`src/sv/bmr_pkg.sv`:
```
// bmr_pkg: shared constants and types for the bounded MT random unit.
// No dependencies.
package bmr_pkg;
    localparam int unsigned MtN = 624;
    localparam int unsigned MtM = 397;
    localparam int unsigned AddrW = 10;
    localparam logic [31:0] MT_MATRIX   = 32'h9908b0df;
    localparam logic [31:0] MT_INIT_MUL = 32'd1812433253;
    localparam logic [31:0] TEMPER_B    = 32'hff3a58ad;
    localparam logic [31:0] TEMPER_C    = 32'hffffdf8c;
    localparam logic [31:0] SEED_RESET  = 32'd5489;
    localparam logic [AddrW-1:0] LAST_IDX = AddrW'(MtN - 1);
    localparam logic [AddrW-1:0] N_IDX    = AddrW'(MtN);

    typedef enum logic [4:0] {
        S_INIT_MUL, S_INIT_WR, S_IDLE, S_DECIDE,
        S_TW_RD0, S_TW_RD1, S_TW_RD2, S_TW_WR,
        S_DR_RD, S_DR_WAIT, S_TEMPER, S_POW2, S_MOD, S_CHECK, S_OUT
    } t_state;

    function automatic logic [31:0] temper(input logic [31:0] w);
        logic [31:0] y;
        y = w ^ (w >> 11);
        y = y ^ ((y & TEMPER_B) << 7);
        y = y ^ ((y & TEMPER_C) << 15);
        y = y ^ (y >> 18);
        return y;
    endfunction
endpackage

```
`src/sv/bmr_divider.sv`:
```
// bmr_divider: serial restoring 31-by-32 remainder, one bit per cycle.
// Depends on bmr_pkg.
module bmr_divider
    import bmr_pkg::*;
(
    input  logic        i_clk,
    input  logic        i_rst_n,
    input  logic        i_start,
    input  logic [30:0] i_num,
    input  logic [31:0] i_den,
    output logic        o_done,
    output logic [31:0] o_rem
);
    logic [30:0] r_num;
    logic [32:0] r_rem;
    logic [4:0]  r_cnt;
    logic        r_busy;
    logic [32:0] w_sh;
    assign w_sh = {r_rem[31:0], r_num[30]};
    always_ff @(posedge i_clk) begin
        if (!i_rst_n) begin
            r_busy <= 1'b0;
            o_done <= 1'b0;
        end else begin
            o_done <= 1'b0;
            if (i_start) begin
                r_busy <= 1'b1;
                r_num  <= i_num;
                r_rem  <= '0;
                r_cnt  <= '0;
            end else if (r_busy) begin
                r_num <= {r_num[29:0], 1'b0};
                r_rem <= (w_sh >= {1'b0, i_den}) ? w_sh - {1'b0, i_den} : w_sh;
                r_cnt <= r_cnt + 5'd1;
                if (r_cnt == 5'd30) begin
                    r_busy <= 1'b0;
                    o_done <= 1'b1;
                end
            end
        end
    end
    assign o_rem = r_rem[31:0];
endmodule

```
`config.mk`:
```
export PLATFORM = sky130hd
export DESIGN_NAME = bmr_divider
export DESIGN_NICKNAME = d
export VERILOG_FILES = /design/src/sv/bmr_pkg.sv /design/src/sv/bmr_divider.sv
export SDC_FILE = /design/constraint.sdc
export NUM_CORES = 1
export LEC_CHECK = 0
export BUFFER_PORTS_ARGS = -buffer_cell sky130_fd_sc_hd__buf_2
export CORE_MARGIN = 1.5
export CORE_UTILIZATION = 25
export DETAILED_ROUTE_END_ITERATION = 12
export PLACE_DENSITY = 0.41
export SYNTH_ARGS = -nofsm -noshare
export SYNTH_HDL_FRONTEND = slang
export SYNTH_SLANG_ARGS = --single-unit
```
`constraint.sdc`:
```
create_clock -name i_clk -period 3 [get_ports i_clk]
set_clock_uncertainty 0.1 [all_clocks]
set_input_delay 0 -clock i_clk [delete_from_list [all_inputs] [get_ports i_clk]]
set_output_delay 0 -clock i_clk [all_outputs]
set_load 0.01 [all_outputs]
```
==> results_dict.tcl, run 1 <==
set metrics [dict create \
    yosysWarnings 0 \
    setup_ws_ns -0.167 \
    powerDensity_mw_per_mm2 504 \
    final_hold_viol_count 0 \
    slowest_stage "edfxtp_1" \
    fp.dieH_um 146 \
    synthCells 481 \
    grt_pass1_wl_um 23100 \
    cts_made_buffers 9 \
    drt_iter0_drc 149 \
    die_area_mm2 0.0214 \
    path_clk_slew_ns 0.07 \
    grt_use_met2_pct 21.6 \
    final_common_cell "buf_2" \
    globalRouteMet1Util_pct 17.9 \
    status "finished with violations" \
    busiest_layer "met2" \
    setup.worst_path.start_class "flop" \
    ant_nets 0 \
    area_growth_pct 39.3 \
    setup_viol_count_final 10 \
    rr_worst_depth 14 \
    rr_startpoint "r_num[30]$_DFFE_PP_" \
    r2r_slack_ns -0.17 \
    syn_area_per_cell_um2 10.7 \
    root_buffer "clkbuf_16" \
    r2r_end "r_rem[16]$_SDFFCE_PP0P_" \
    async_flop_share_pct 0 \
    maxSlewViolCount 0 \
    worstSetupEndpointType "flop" \
    overflow 0 \
    cts.sinks 70 \
    drv_cap 0 \
    diodes 0 \
    place_area_mm2 0.00629 \
    syn_nets 582 \
    wl_per_cell_um 14.8 \
    required_ns 2.97 \
    grt_pass1_vias 4496 \
    vias_per_cell 4.48 \
    layout_common_cells "buf_2, edfxtp_1, buf_4" \
    path_cells "inv_1 -> ha_2 -> inv_2 -> fa_2 -> a21o_1 -> a221o_1 -> a221oi_4 -> o22ai_2 -> or2_1 -> a21oi_2 -> buf_4 -> xnor2_1 -> mux2i_1 -> nor2_1" \
    worstPathMaxFanout 3 \
    top_level_ports 99 \
    cts_max_path_buffers 2 \
    fin_area_mm2 0.00714 \
    ys_seq_area_share_pct 40.6 \
    violations "negative setup slack" \
    gp_congestion 0.807 \
    setup_tns_ns -0.888 \
    grtUsageMet3_pct 3.31 \
    power_w 0.00360 \
    track_usage_pct 13.4 \
    hold_path.class "in -> reg" \
    cts_tree "done" \
    ys.flop_type "edfxtp_1" \
    worstSetupPathType "reg -> reg" \
    synth_edf_count 68 \
    num_rows 52 \
    hpwl_um 10300 \
    die_w_um 146 \
    grt_setup_unrepaired "yes" \
    fin_crit_ns 3.17 \
    synth.cell_area_mm2 0.00513 \
    crit_start "r_num[30]$_DFFE_PP_" \
    core_area_mm2 0.0202 \
    drcViolationCount 0 \
    nNetsFinal 768 \
    grt_max_degree 45 \
    holdWs_ns 0.0495 \
    min_from "i_den[0]" \
    post-route-period-util_pct 106 \
    timing.fmax_ghz 0.316 \
    routed_wl_um 13900 \
    start_util_pct 25.4 \
    tightest_slew_ns 0.668 \
    via_count 4220 \
    slowest_delay_ns 0.40 \
    htreeDepth 3 \
    dr.pass1.iters 4 \
    io_buffers 98 \
    cp_data_arrival_time_ns 3.13 \
    synth-seq-cells 70 \
    worstSkewPairLatency_ns 0.34 \
    drive_above_1_share_pct 38.2 \
    grt_antenna_before_repair 0 \
    vdd_drop_max_mv 0.321 \
    cp-endpoint "r_rem[16]$_SDFFCE_PP0P_" \
    p_leak_nw 3.17 \
    relSlewSlack_pct 55.5 \
    synth_cell_types 68 \
]
-- layer usage --
layer  vias up  share of wire (%)
met5         -                  0
met4         0                1.0
met3        10                5.0
met2        85                 46
met1      1991                 48
li1       2134                  -
-- per-stage QoR --
step,utilization [%],setup slack [ns],cells
floorplan,-,-0.0712,481
CTS,34.8,-0.185,939
global route,35.4,-0.356,942
detailed placement,31.2,-0.222,888
finish,35.4,-0.167,942
global placement,31.2,-0.158,888
-- timing repair --
action / 4_1_cts / 5_1_grt
gates resized for setup: 18 / 22
setup endpoints to repair: 32 / 32
hold buffers: 32 / 0
pin swaps: 6 / 12
setup buffers: 3 / 3
gates cloned: 0 / 1
endpoints found under the hold margin: 32 / 0
-- synth_stat cells (all sizes together) (2+ instances only) --
| master | instances | area [um2] |
|---|---|---|
| edfxtp | 68 | 2040 |
| nor2 | 55 | 219 |
| inv | 39 | 146 |
| ha | 34 | 425 |
| a21oi | 32 | 175 |
| mux2 | 30 | 338 |
| mux2i | 26 | 260 |
| a21o | 21 | 158 |
| xnor2 | 20 | 175 |
| nand2 | 18 | 67.6 |
| clkbuf | 14 | 53.8 |
| buf | 12 | 125 |
| nand3 | 12 | 70.1 |
| o21ai | 12 | 60.1 |
| nand4 | 8 | 50.1 |
| nor3 | 8 | 51.3 |
| xor2 | 8 | 70.1 |
| a211oi | 7 | 72.6 |
| a31oi | 4 | 40.0 |
| nor2b | 4 | 25.0 |
| o21bai | 4 | 30.0 |
| a221o | 3 | 30.0 |
| a221oi | 3 | 43.8 |
| and3 | 3 | 23.8 |
| o21a | 3 | 22.5 |
| a21boi | 2 | 18.8 |
| dfxtp | 2 | 40.0 |
| nand2b | 2 | 12.5 |
| nor3b | 2 | 26.3 |
| nor4b | 2 | 17.5 |
| o211ai | 2 | 20.0 |
| o31a | 2 | 17.5 |
| o41ai | 2 | 36.3 |
| or4b | 2 | 23.8 |
-- area by class of cell --
class                   instances  area, um2
inverters                      39        146
clock inverters                 7       62.6
flip-flops and latches         70       2080
well taps                     270        338
repair buffers                201       1440
multi-input cells             346       2850
fillers                      2088      13000
clock buffers                   9        225
-- cells by family after synthesis --
family	Yosys count	synth area share, %
and+or+nand+nor	122	12.3
xor gates and xnor gates	28	4.78
DFF	70	40.6
muxes	56	11.7
adders and majority gates	35	8.69
AOI/OAI and AO/OA	105	15.6
buffers and inverters	65	6.34
-- power breakdown --
part           leakage [nW]  switching, W  internal [W]
sequential            0.674     0.0000461       0.00119
clock                 0.139      0.000490      0.000580
combinational          2.36      0.000643      0.000656
-- state kept, by name, summed over array words and instances, names as in the netlist --
name / count
r_rem: 32
r_num: 31
r_cnt: 5
o_done: 1
r_busy: 1
-- critical path: cells and delay by family (launching register included) --
family,cells,cell delay (ns)
flops,1,0.40
mux,1,0.14
buf+inv,3,0.25
fa+ha+maj,2,0.52
xor+xnor,1,0.05
compound gates,5,1.18
simple gates,2,0.28
-- worst min path at each step --
stage	slack (ns)	depth (start not counted)	end
floorplan	0.05	1	o_done$_SDFF_PP0_
global placement	0.15	2	o_done$_SDFF_PP0_
detailed placement	0.16	2	o_done$_SDFF_PP0_
CTS	0.04	3	r_rem[0]$_SDFFCE_PP0P_
global route	0.06	3	r_rem[0]$_SDFFCE_PP0P_
finish	0.05	3	r_rem[0]$_SDFFCE_PP0P_
(Power assumes the default switching activity.)
==> inputs of run 2 (changes only) <==
--- a/config.mk
+++ b/config.mk
@@ -9,7 +9,9 @@
 export CORE_MARGIN = 1.5
 export CORE_UTILIZATION = 25
 export DETAILED_ROUTE_END_ITERATION = 12
+export GPL_TIMING_DRIVEN = 0
 export PLACE_DENSITY = 0.41
+export SLEW_MARGIN = 20
 export SYNTH_ARGS = -nofsm -noshare
 export SYNTH_HDL_FRONTEND = slang
 export SYNTH_SLANG_ARGS = --single-unit
==> constraint.sdc (replaced) <==
create_clock -name i_clk -period 2.9 [get_ports i_clk]
set_clock_uncertainty 0.1 [all_clocks]
set_input_delay 0 -clock i_clk [delete_from_list [all_inputs] [get_ports i_clk]]
set_output_delay 0 -clock i_clk [all_outputs]
set_load 0.01 [all_outputs]
==> run 2 against run 1 <==
  * The run still ends with negative setup slack left
  * Clock power grew 19%
  * Global-route usage rose by 0.14 points
  * Combinational power increased by 7%
  * Sequential power rose by 4%
  * First-iteration DRC count up 17%
  * Die area stayed put
  * Worst hold slack gained 0.0029 ns
  * Critical path depth unchanged
  * Setup slack got worse by 0.34 ns
  * Register-to-register slack got worse by 0.34 ns
  * Sequential cell count did not move
  * Largest power group unchanged
  * Highest routed layer is now met5
==> results_dict.tcl, run 2 (same netlist as run 1, synthesis figures left out) <==
set metrics [dict create \
    status "finished with violations" \
    violations "negative setup slack" \
    cp_top_family "compound AO/OA/AOI/OAI gates" \
    p_sw_share_pct 31.7 \
    dr.pass1.iters 5 \
    required_ns 2.96 \
    reg.largest.list "r_rem: 32 flops, r_num: 31 flops, r_cnt: 5 flops" \
    core_area_mm2 0.0202 \
    setup.worst_path.start_class "flop" \
    drcViolationCount 0 \
    slowest_stage "edfxtp_1" \
    drive_above_1_share_pct 38.6 \
    netSwitchingPower_w 0.00125 \
    cts_made_buffers 9 \
    setup_ws_ns -0.503 \
    post-route-period-util_pct 117 \
    power_frac_comb_pct 35.3 \
    overflow 0 \
    htreeDepth 3 \
    cts_max_path_buffers 2 \
    seqPwrFrac_pct 32.5 \
    hpwl_um 10000 \
    io_buffers 97 \
    area_growth_pct 42.7 \
    power_w 0.00394 \
    vias_per_cell 4.50 \
    clkPwrFrac_pct 32.2 \
    hold_path.class "in -> reg" \
    worstSetupPathType "reg -> reg" \
    relSlewSlack_pct 56.5 \
    dpl_worst_slack_ns -0.540 \
    crit_buf_inv 3 \
    routed_wl_um 14100 \
    path_cells "inv_1 -> ha_2 -> inv_2 -> fa_2 -> a21o_1 -> a221o_1 -> a221oi_4 -> buf_6 -> o22ai_4 -> or2_1 -> a21oi_2 -> o21ai_2 -> xnor2_2 -> a211oi_2" \
    grt_max_degree 44 \
    powerDensity_mw_per_mm2 539 \
    grt_pass1_wl_um 22800 \
    track_usage_pct 13.5 \
    slowest_delay_ns 0.39 \
    final_common_cell "buf_2" \
    path_clk_slew_ns 0.07 \
    maxSlewViolCount 0 \
    top_register "r_rem" \
    cts.sinks 70 \
    root_buffer "clkbuf_16" \
    num_rows 52 \
    cts_tree "done" \
    fp.dieH_um 146 \
    drv_cap 0 \
    cp_data_arrival_time_ns 3.47 \
    fin_crit_ns 3.40 \
    internal_power_w 0.00270 \
    layout_common_cells "buf_2, edfxtp_1, nor2_1" \
    die_w_um 146 \
    tightest_slew_ns 0.645 \
    top_level_ports 99 \
    p_leak_nw 3.16 \
    largest_register_ffs 32 \
    fin_util_pct 36.3 \
    wl_per_cell_um 15.1 \
    nNetsFinal 760 \
    via_count 4204 \
    drt_iter0_drc 175 \
    start_util_pct 25.4 \
    ant_nets 0 \
    grt_antenna_before_repair 1 \
    final_hold_viol_count 0 \
    grt_pass1_vias 4392 \
    layoutNonFillerInstCount 934 \
    grt_setup_unrepaired "yes" \
    setup_viol_count_final 32 \
    worstSetupEndpointType "flop" \
    die_area_mm2 0.0214 \
    vdd_drop_max_mv 0.300 \
    worstSkewPairLatency_ns 0.34 \
    gp_congestion 0.761 \
    diodes 0 \
    timing.fmax_ghz 0.294 \
    worstPathMaxFanout 3 \
    dp.cells 849 \
]
[run 2: cell count changes in the layout (fill, tap and decap cells not counted), moves of 5 or more]
cell,before,now
ha_4,0,6
ha_1,33,25
buf_6,4,9
clkbuf_1,0,11
buf_4,61,33
[run 2: path summary, 6_finish.rpt]
check / start / endpoint / slack [ns] / cells past startpoint
setup reg to reg: r_num[30]$_DFFE_PP_ / r_rem[20]$_SDFFCE_PP0P_ / -0.50 / 14
hold reg to reg: r_busy$_SDFF_PN0_ / o_done$_SDFF_PP0_ / 0.41 / 1
setup / recovery: r_num[30]$_DFFE_PP_ / r_rem[20]$_SDFFCE_PP0P_ / -0.50 / 14
hold / removal: i_den[0] / r_rem[0]$_SDFFCE_PP0P_ / 0.05 / 3
[run 2: layout make-up]
cell class	instances	area [um2]
well taps	270	338
fillers	2096	12900
multi-input cells	346	3020
repair buffers	170	1220
clock inverters	7	104
inverters	39	146
plain buffers	23	184
clock buffers	9	225
flip-flops and latches	70	2080
[run 2: power by group through the flow]
stage	clock network [W]	logic [W]	registers, W
2_1_floorplan	0	0.000799	0.00131
3_3_place_gp	0	0.00108	0.00131
3_5_place_dp	0	0.00109	0.00130
4_1_cts	0.00131	0.00135	0.00128
5_1_grt	0.00134	0.00153	0.00129
6_report	0.00127	0.00139	0.00128
[run 2: worst min-delay path, delay by kind of cell]
kind | cells | cell delay [ns]
AO/OA/AOI/OAI | 1 | 0.06
adder cells (fa/ha/maj) | 1 | 0.17
buffers and inverters | 1 | 0.09
[run 2: metal layers]
layer	vias to the layer above	share of wire, %	global-route usage (%)
met5	-	0.050	0
met4	2	1.0	4.39
met3	11	4.5	3.31
met2	76	46	21.7
met1	2000	48	17.8
li1	2115	-	-
[run 2: through the flow]
stage                     hold WS (ns)  cell area [um2]  TNS (ns)
after floorplan                 0.0525             5140    -0.867
after global placement           0.155             5960    -57.42
after detailed placement         0.184             5990     -9.65
after CTS                       0.0438             7170     -8.43
after global routing            0.0436             7320    -11.64
final                           0.0524             7320     -7.37
[run 2: repair_timing]
| action | in CTS | in global routing |
|---|---|---|
| setup endpoints to repair | 32 | 32 |
| pin swaps | 29 | 32 |
| hold buffers | 32 | 0 |
| buffers inserted | 30 | 11 |
| gates cloned | 3 | 0 |
| resized for setup | 47 | 25 |
| endpoints found under the hold margin | 32 | 0 |
